===== src/hdl/hsrp_pkg.sv =====
// ============================================================================
// hsrp_pkg: shared types and codes for the hashed set with random pick
// Command and status structs between the controller and the datapath.
// ============================================================================
package hsrp_pkg;

    localparam logic [1:0] ACT_INSERT = 2'd0;
    localparam logic [1:0] ACT_REMOVE = 2'd1;
    localparam logic [1:0] ACT_PICK   = 2'd2;

    localparam logic [1:0] ST_DONE = 2'd0;
    localparam logic [1:0] ST_MISS = 2'd1;
    localparam logic [1:0] ST_FULL = 2'd2;

    // datapath operations requested by the controller
    typedef enum logic [3:0] {
        OP_NONE      = 4'd0,
        OP_LOAD      = 4'd1,  // latch the input item
        OP_HASH_V    = 4'd2,  // start magnitude mod SLOTS of the key register (sel 1: last entry)
        OP_PROBE_RD  = 4'd3,  // read slot at probe pointer
        OP_PROBE_ADV = 4'd4,  // step probe pointer
        OP_INS_WR    = 4'd5,  // write new member into slot and dense array
        OP_DENSE_RD  = 4'd6,  // read dense entry at address register
        OP_REM_FIX   = 4'd7,  // move last entry, update its slot
        OP_SHIFT_RD  = 4'd8,  // read candidate slot of backward shift
        OP_SHIFT_HASH= 4'd9,  // hash member of candidate
        OP_SHIFT_MV  = 4'd10, // move candidate into gap
        OP_SHIFT_ADV = 4'd11, // step candidate pointer
        OP_CLR_GAP   = 4'd12, // clear final gap
        OP_DIV_START = 4'd13, // start draw mod count
        OP_CLEAR     = 4'd14  // clearing pass step
    } hsrp_op_t;

    typedef struct packed {
        hsrp_op_t   op;
        logic [1:0] sel;     // sub-select: key source / probe target
    } hsrp_cmd_t;

    typedef struct packed {
        logic [1:0] action;
        logic       unit_busy;   // divider or home slot unit busy
        logic       slot_occ;    // occupied bit of the slot just read
        logic       slot_hit;    // member of slot just read equals key
        logic       probe_wrap;  // probe walked all slots
        logic       movable;     // shift candidate may fill the gap
        logic       count_zero;
        logic       count_full;
        logic       clear_done;
    } hsrp_stat_t;

endpackage


===== src/hdl/hsrp_ctrl.sv =====
// ============================================================================
// hsrp_ctrl: sequencer for insert, remove and random pick
// Issues datapath commands and drives the stream handshakes.
// ============================================================================
module hsrp_ctrl (
    input  logic                 aclk,
    input  logic                 aresetn,
    input  hsrp_pkg::hsrp_stat_t stat,
    output hsrp_pkg::hsrp_cmd_t  cmd,
    input  logic                 in_fire,
    output logic                 in_ready,
    output logic                 res_load,
    output logic [1:0]           res_status,
    output logic                 res_pick,
    input  logic                 out_free
);
    import hsrp_pkg::*;

    typedef enum logic [15:0] {
        S_CLEAR  = 16'h0001,
        S_IDLE   = 16'h0002,
        S_HASH   = 16'h0004,
        S_HWAIT  = 16'h0008,
        S_PRD    = 16'h0010,
        S_PCHK   = 16'h0020,
        S_LRD    = 16'h0040,
        S_LLAT   = 16'h0080,
        S_LHASH  = 16'h0100,
        S_LFIX   = 16'h0200,
        S_SADV   = 16'h0400,
        S_SCHK   = 16'h0800,
        S_SHWAIT = 16'h1000,
        S_DWAIT  = 16'h2000,
        S_PICK   = 16'h4000,
        S_DONE   = 16'h8000
    } state_t;

    state_t     state_reg, state_next;
    logic       last_reg, last_next;   // probing for the last dense entry
    logic       first_reg, first_next; // first read after a hash
    logic [1:0] st_reg, st_next;
    logic       pk_reg, pk_next;

    always_comb begin
        state_next = state_reg;
        last_next  = last_reg;
        first_next = first_reg;
        st_next    = st_reg;
        pk_next    = pk_reg;
        cmd.op     = OP_NONE;
        cmd.sel    = 2'd0;
        in_ready   = 1'b0;
        unique case (state_reg)
            S_CLEAR: begin
                cmd.op = OP_CLEAR;
                if (stat.clear_done) begin
                    cmd.op     = OP_NONE;
                    state_next = S_IDLE;
                end
            end
            S_IDLE: begin
                in_ready = out_free;
                if (in_fire) begin
                    cmd.op     = OP_LOAD;
                    state_next = S_HASH;
                end
            end
            S_HASH: begin
                last_next = 1'b0;
                st_next   = ST_MISS;
                pk_next   = 1'b0;
                if (stat.action == ACT_PICK) begin
                    if (stat.count_zero) begin
                        state_next = S_DONE;
                    end else begin
                        cmd.op     = OP_DIV_START;
                        state_next = S_DWAIT;
                    end
                end else if (stat.action == ACT_INSERT || stat.action == ACT_REMOVE) begin
                    cmd.op     = OP_HASH_V;
                    state_next = S_HWAIT;
                end else begin
                    state_next = S_DONE;
                end
            end
            S_HWAIT: begin
                if (!stat.unit_busy) begin
                    cmd.op     = OP_PROBE_RD;
                    cmd.sel    = 2'd1;
                    state_next = S_PCHK;
                end
            end
            S_PCHK: begin
                // data of slot at ptr is valid now
                if (stat.probe_wrap) begin
                    // no free slot, no match
                    st_next    = (stat.action == ACT_INSERT) ? ST_FULL : ST_MISS;
                    state_next = last_reg ? S_SADV : S_DONE;
                end else if (!stat.slot_occ) begin
                    if (last_reg) begin
                        state_next = S_SADV;
                    end else if (stat.action == ACT_INSERT) begin
                        if (stat.count_full) begin
                            st_next = ST_FULL;
                        end else begin
                            cmd.op  = OP_INS_WR;
                            st_next = ST_DONE;
                        end
                        state_next = S_DONE;
                    end else begin
                        state_next = S_DONE;
                    end
                end else if (stat.slot_hit) begin
                    if (last_reg) begin
                        state_next = S_LFIX;
                    end else if (stat.action == ACT_INSERT) begin
                        state_next = S_DONE;
                    end else begin
                        cmd.op     = OP_DENSE_RD;
                        state_next = S_LRD;
                    end
                end else begin
                    cmd.op     = OP_PROBE_ADV;
                    state_next = S_PRD;
                end
            end
            S_PRD: begin
                state_next = S_PCHK;
            end
            S_LRD: begin
                cmd.op     = OP_REM_FIX;
                state_next = S_LLAT;
            end
            S_LLAT: begin
                cmd.op     = OP_HASH_V;
                cmd.sel    = 2'd1;
                last_next  = 1'b1;
                state_next = S_HWAIT;
            end
            S_LFIX: begin
                cmd.op     = OP_REM_FIX;
                cmd.sel    = 2'd1;
                st_next    = ST_DONE;
                state_next = S_LHASH;
            end
            S_LHASH: begin
                cmd.op     = OP_SHIFT_ADV;
                first_next = 1'b1;
                state_next = S_SCHK;
            end
            S_SADV: begin
                // last entry's slot absent: still finish the removal
                state_next = S_LFIX;
            end
            S_SCHK: begin
                if (!stat.slot_occ || (!first_reg && stat.probe_wrap)) begin
                    cmd.op     = OP_CLR_GAP;
                    state_next = S_DONE;
                end else begin
                    cmd.op     = OP_SHIFT_HASH;
                    state_next = S_SHWAIT;
                end
                first_next = 1'b0;
            end
            S_SHWAIT: begin
                if (!stat.unit_busy) begin
                    if (stat.movable) begin
                        cmd.op = OP_SHIFT_MV;
                        state_next = S_PICK;
                    end else begin
                        cmd.op     = OP_SHIFT_ADV;
                        state_next = S_SCHK;
                    end
                end
            end
            S_PICK: begin
                if (stat.action == ACT_PICK) begin
                    st_next    = ST_DONE;
                    pk_next    = 1'b1;
                    state_next = S_DONE;
                end else begin
                    cmd.op     = OP_SHIFT_ADV;
                    state_next = S_SCHK;
                end
            end
            S_DWAIT: begin
                if (!stat.unit_busy) begin
                    cmd.op     = OP_DENSE_RD;
                    cmd.sel    = 2'd1;
                    state_next = S_PICK;
                end
            end
            S_DONE: begin
                state_next = S_IDLE;
            end
            default: begin
                state_next = S_IDLE;
            end
        endcase
    end

    always_ff @(posedge aclk) begin
        if (!aresetn) begin
            state_reg <= S_CLEAR;
            last_reg  <= 1'b0;
            first_reg <= 1'b0;
        end else begin
            state_reg <= state_next;
            last_reg  <= last_next;
            first_reg <= first_next;
        end
        st_reg <= st_next;
        pk_reg <= pk_next;
    end

    assign res_load   = (state_reg == S_DONE);
    assign res_status = st_reg;
    assign res_pick   = pk_reg;
endmodule


===== config.mk =====
export PLATFORM = sky130hd
export DESIGN_NAME = hsrp_ctrl
export DESIGN_NICKNAME = d
export VERILOG_FILES = /design/src/hdl/hsrp_pkg.sv /design/src/hdl/hsrp_ctrl.sv
export SDC_FILE = /design/constraint.sdc
export NUM_CORES = 1
export LEC_CHECK = 0
export BUFFER_PORTS_ARGS = -buffer_cell sky130_fd_sc_hd__buf_4
export CAP_MARGIN = 10
export CORE_MARGIN = 3
export CORE_UTILIZATION = 40
export CTS_CLUSTER_DIAMETER = 30
export CTS_CLUSTER_SIZE = 12
export DETAILED_ROUTE_END_ITERATION = 8
export GPL_ROUTABILITY_DRIVEN = 0
export PLACE_DENSITY = 0.63
export REMOVE_ABC_BUFFERS = 1
export SYNTH_ARGS = -nofsm -noshare
export SYNTH_HDL_FRONTEND = slang
export SYNTH_SLANG_ARGS = --single-unit

===== constraint.sdc =====
create_clock -name aclk -period 1.9 [get_ports aclk]
set_input_delay 0.19 -clock aclk [delete_from_list [all_inputs] [get_ports aclk]]
set_output_delay 0.19 -clock aclk [all_outputs]
set_load 0.005 [all_outputs]

# After elaboration in Yosys (flattened, before gate mapping)

Index checks and enable logic that the tools add are counted.

Flip-flop bits (word level): 21
Bits of input ports: 14
Output and inout port bits: 11
Logic and storage cells: 99

Eq/ne operators: 27
Mux-type cells: 52
Reductions and logical operators: 15

Operators with widths:

| kind                                                              | number |
|---|---|
| 16-bit two-way mux                                                | 16 |
| 16-bit one-hot mux with 15 select lines                           | 1 |
| 4-bit one-hot mux with 12 select lines                            | 1 |
| 4-bit two-way mux                                                 | 9 |
| 3-bit two-way mux                                                 | 6 |
| 16-bit by 1-bit == test with 1-bit output, second input constant  | 1 |
| 16-bit by 10-bit == test with 1-bit output, second input constant | 1 |
| 16-bit by 11-bit == test with 1-bit output, second input constant | 1 |
| 16-bit by 12-bit == test with 1-bit output, second input constant | 1 |
| 16-bit by 13-bit == test with 1-bit output, second input constant | 1 |
| 16-bit by 14-bit == test with 1-bit output, second input constant | 1 |
| 16-bit by 15-bit == test with 1-bit output, second input constant | 1 |
| 16-bit == test, second input constant                             | 1 |
| 16-bit by 2-bit == test with 1-bit output, second input constant  | 1 |
| 16-bit by 3-bit == test with 1-bit output, second input constant  | 1 |
| 16-bit by 4-bit == test with 1-bit output, second input constant  | 1 |
| 16-bit by 5-bit == test with 1-bit output, second input constant  | 1 |
| 16-bit by 6-bit == test with 1-bit output, second input constant  | 1 |
| 16-bit by 7-bit == test with 1-bit output, second input constant  | 1 |
| 16-bit by 8-bit == test with 1-bit output, second input constant  | 1 |
| 16-bit by 9-bit == test with 1-bit output, second input constant  | 1 |
| 2-bit two-way mux                                                 | 8 |
| 15-bit two-way mux                                                | 1 |
| 2-bit inequality test, second input constant                      | 6 |
| other kinds (17)                                                  | 30 |

# Longest topological paths before layout

Depth after elaboration: 7
Mapped depth: 7
Mapped depth without buffers: 6

# Worst setup path before layout

No wires, ideal clock.

Path type: register to register
Start point: register state_reg[3]
End point: register pk_reg (netlist: res_pick), enable pin
Arrival time: 1.684 ns
Data required time: 1.605 ns
Setup slack: -0.079 ns
Cell stages (with the launch flop): 8
Buffers on the path: 1
Cell sequence: dfxtp_1 buf_6 nor4_4 nand2_2 nor4_4 inv_2 or2_1 nand2_1

Longest elaborated chain between the ends: 3
Elaborated cells on any way between the ends: 5
Classes of those cells: 3 x eq/ne; 2 x reduce/logical

RTL lines:

| what                                                                                                           | RTL line         | source |
|---|---|---|
| start: declaration                                                                                             | hsrp_ctrl.sv:38  | `state_t state_reg, state_next;` |
| start signal: assignment                                                                                       | hsrp_ctrl.sv:208 | `state_reg <= state_next;` |
| 16-bit by 15-bit == test with 1-bit output / 16-bit by 3-bit == test with 1-bit output (equally long branches) | hsrp_ctrl.sv:53  | `unique case (state_reg)` |
| 2-bit inequality test (no line) / 2-bit nonzero test (equally long branches)                                   | -                |  |
| 2-bit AND reduction (no line) *                                                                                | -                |  |
| end signal: assignment                                                                                         | hsrp_ctrl.sv:213 | `pk_reg <= pk_next;` |
| end: declaration                                                                                               | hsrp_ctrl.sv:42  | `logic pk_reg, pk_next;` |

Mark *: on every way between the ends. The rest lies on a longest branch, timed or not.
A chain may end at the register's enable or synchronous reset.

==> results.tsv <==
stage	metric	value	unit
outcome	status	finished with violations	
outcome	failing checks	setup timing	
sta	skew final	8.609	ps
clock_tree	clock-pin slew of the registers on the worst-case setup and hold paths	130	ps
placement	Port Buf Inserts	23	
global_route	total global-route track usage	26.15	%
clock_tree	# hold bufs at CTS	0	
synth	adder-cell share of the synthesized area	0	%
worst_hold_path	hold path cells	2	
final_layout	Area Growth Syn to Fin	68.15	%
placement	pre-CTS WS	-251.5	ps
synth	Synth Area in Simple Gates	48.12	%
final_layout	Ant. Diodes	0	
global_route	largest net degree at the start of global routing	12	
die	Cell Rows	21	
sta	final setup fails	18	
sta	Tcrit/Tclk final	127.3	%
sta	Setup TNS	-5078	ps
setup_path	critical-path maximum fanout	4	
sta	fmax	413.5	MHz
final_layout	non-filler instance count after layout	316	
setup_path	Setup CP Type	reg2out	
synth	mux share of post-synthesis cell area	0.6849	%
final_layout	fillers	263	
sta	RSZ-0062 raised after global routing	yes	
worst_hold_path	worst min path class	in2reg	
synth	share of flip-flops with an asynchronous set or reset	0	%
sta	slack of the critical path	-518.2	ps
detailed_routing	Routed Antenna Nets	0	
final_layout	flip-flop count of the largest register after layout	16	
global_route	grt total ovfl	0	
detailed_routing	Avg WL per Cell	17.54	um
synth	Post-synth EDFFs	3	
synth	Syn Area/Cell	8.164	um^2
setup_path	CP required	1710	ps
synth	YS warnings	0	
die	DIE AREA	4415	um^2
final_layout	layout cells sized above 1	54.07	%
detailed_routing	Pre-antenna DRT Iters	5	
placement	hpwl dp	4.118	mm
detailed_routing	Iter 0 DRT Violations	102	
detailed_routing	Via density	5.861	
synth	Post-Syn Area	1461	um^2
setup_path	Worst Setup SP	state_reg[1]$_SDFFE_PN0P_	
detailed_routing	drt drc	0	
synth	number of distinct library cells after synthesis	50	
detailed_routing	DR vias	1852	
synth	Top FF cell, synth	dfxtp_1	
synth	XOR/XNOR Fraction of Synth Area	1.199	%
die	die width	66.45	um
setup_path	cell count of the worst reg-to-reg path	8	
setup_path	CP Capture Type	output pin	
synth	synthesized netlist cell count	179	
final_layout	most frequent cells in the layout	80 x buf_4, 20 x nor2_1, 12 x dfxtp_1, 11 x nor3_1, 11 x buf_6	
global_route	global-route wire length before repair	8.680	mm
pwr	peak supply drop	0.2799	mV
die	CORE AREA	3416	um^2
die	Ports	25	
sta	fin crit period	2418	ps
worst_hold_path	hold_sp	aresetn	
run	MaxCap Viol Count	0	
setup_path	kind of start point of the critical path	register	
clock_tree	number of H-tree levels	1	
pwr	pwr/cell area	391.3	nW/um^2
sta	pins over their slew limit	0	
pwr	Leakage	1.039	nW
clock_tree	maximum clock path buffer count	2	
detailed_routing	Routed WL	5.544	mm
sta	Slew HR	60.11	%
die	Initial Util	42.78	%
clock_tree	CTS tree	built	
global_route	vias in the first global route	1889	
synth	Seq/Total Area, Yosys	30.82	%
setup_path	CP Data Arrival Time	2230	ps
synth	Synth Area in Compound Gates	15.84	%
clock_tree	root buffer cell	clkbuf_4	
final_layout	NumNets Final	285	
final_layout	most common cell after layout, fill and taps aside	buf_4	
setup_path	Crit Reg-Reg Startpoint	state_reg[8]$_SDFFE_PN0P_	
synth	Yosys reg bits	21	
placement	Placed Cells	302	
final_layout	Final Instance Area	2457	um^2
sta	slew at the pin closest to its max-slew limit	592.9	ps
global_route	initial antenna violation count	0	
sta	final hold violation count	0	
final_layout	post-layout util	71.94	%
synth	largest family of logic cells by synthesized area	simple AND/OR/NAND/NOR gates	
placement	post-place instance area	2101	um^2
clock_tree	worst skew pair latency	320	ps
clock_tree	Num CTS Buffers	3	
die	die height	66.45	um
clock_tree	# clock sinks	21	
## through the flow
stage	hold slack [ps]	power (W)
final	47.67	0.0009616
after global routing	64.35	0.0009868
after CTS	57.75	0.0009241
after detailed placement	397.4	0.0006757
after global placement	394.8	0.0006704
after floorplan	251.9	0.0005600
## per-layer routing
metal	share of wire, %	GRT usage [%]
met1	41	30.75
met2	50	45.35
met3	6.9	5.612
met4	2.5	10.91
met5	0	0
## worst paths after layout
path	endpoint	slack (ps)
setup / recovery	cmd[3]	-520
hold / removal	state_reg[0]$_SDFFE_PN1P_	50
setup reg to reg	state_reg[14]$_SDFFE_PN0P_	-280
hold reg to reg	first_reg$_SDFFE_PN0P_	510
## area by class of cell
cell class                      count  area [um^2]  area share [%]
Sequential cell                    21        460.4           18.74
Multi-Input combinational cell    149         1167           47.51
Clock buffer                        4        26.28           1.069
Inverter                            5        21.27          0.8656
Tap cell                           46        57.56           2.342
Timing Repair Buffer               91        724.4           29.48
## timing repair
item / CTS / global route
setup endpoints to repair: 17 / 22
gates resized for setup: 32 / 30
buffers inserted: 7 / 5
pin swaps: 13 / 15
## synth_stat cells, types with 2 or more instances
cell type / number / area share (%)
nand3b_1: 2 / 1.0
nor4b_1: 4 / 2.4
nand2_2: 2 / 0.86
or2_2: 2 / 0.86
nand4b_1: 3 / 1.8
nand2b_1: 8 / 3.4
a21boi_0: 3 / 1.5
nand3_1: 7 / 2.4
nor3b_1: 4 / 2.1
a21oi_1: 15 / 5.1
nand4_1: 6 / 2.6
nor4_4: 4 / 5.8
clkbuf_1: 2 / 0.51
edfxtp_1: 3 / 6.2
inv_1: 4 / 1.0
o21ai_0: 5 / 1.7
nor4_2: 2 / 1.7
nor3_1: 13 / 4.5
a31oi_1: 4 / 1.7
nor2_1: 21 / 5.4
a211oi_1: 3 / 1.5
nand2_1: 13 / 3.3
nor4_1: 4 / 1.7
or4_4: 2 / 1.5
dfxtp_1: 18 / 25
## power breakdown
part           total, W  internal (W)  switching [W]
clock          0.000235     0.0000822       0.000153
sequential     0.000467      0.000457     0.00000991
combinational  0.000259      0.000136       0.000123
## worst max-delay path: stages (launching register included)
cell and delay, ps:
dfxtp_4 390, nor4_4 370, nand4_1 190, buf_4 180, or3b_4 400, nand2_2 80, nand2_2 60, nand4_1 120
buf_4 120
## logic make-up after synthesis
| family | after synthesis |
|---|---|
| AOI/OAI and AO/OA | 37 |
| other | 1 |
| buffers and inverters | 9 |
| DFF | 21 |
| muxes | 1 |
| and+or+nand+nor | 108 |
| xor gates and xnor gates | 2 |
(Power assumes the default switching activity.)
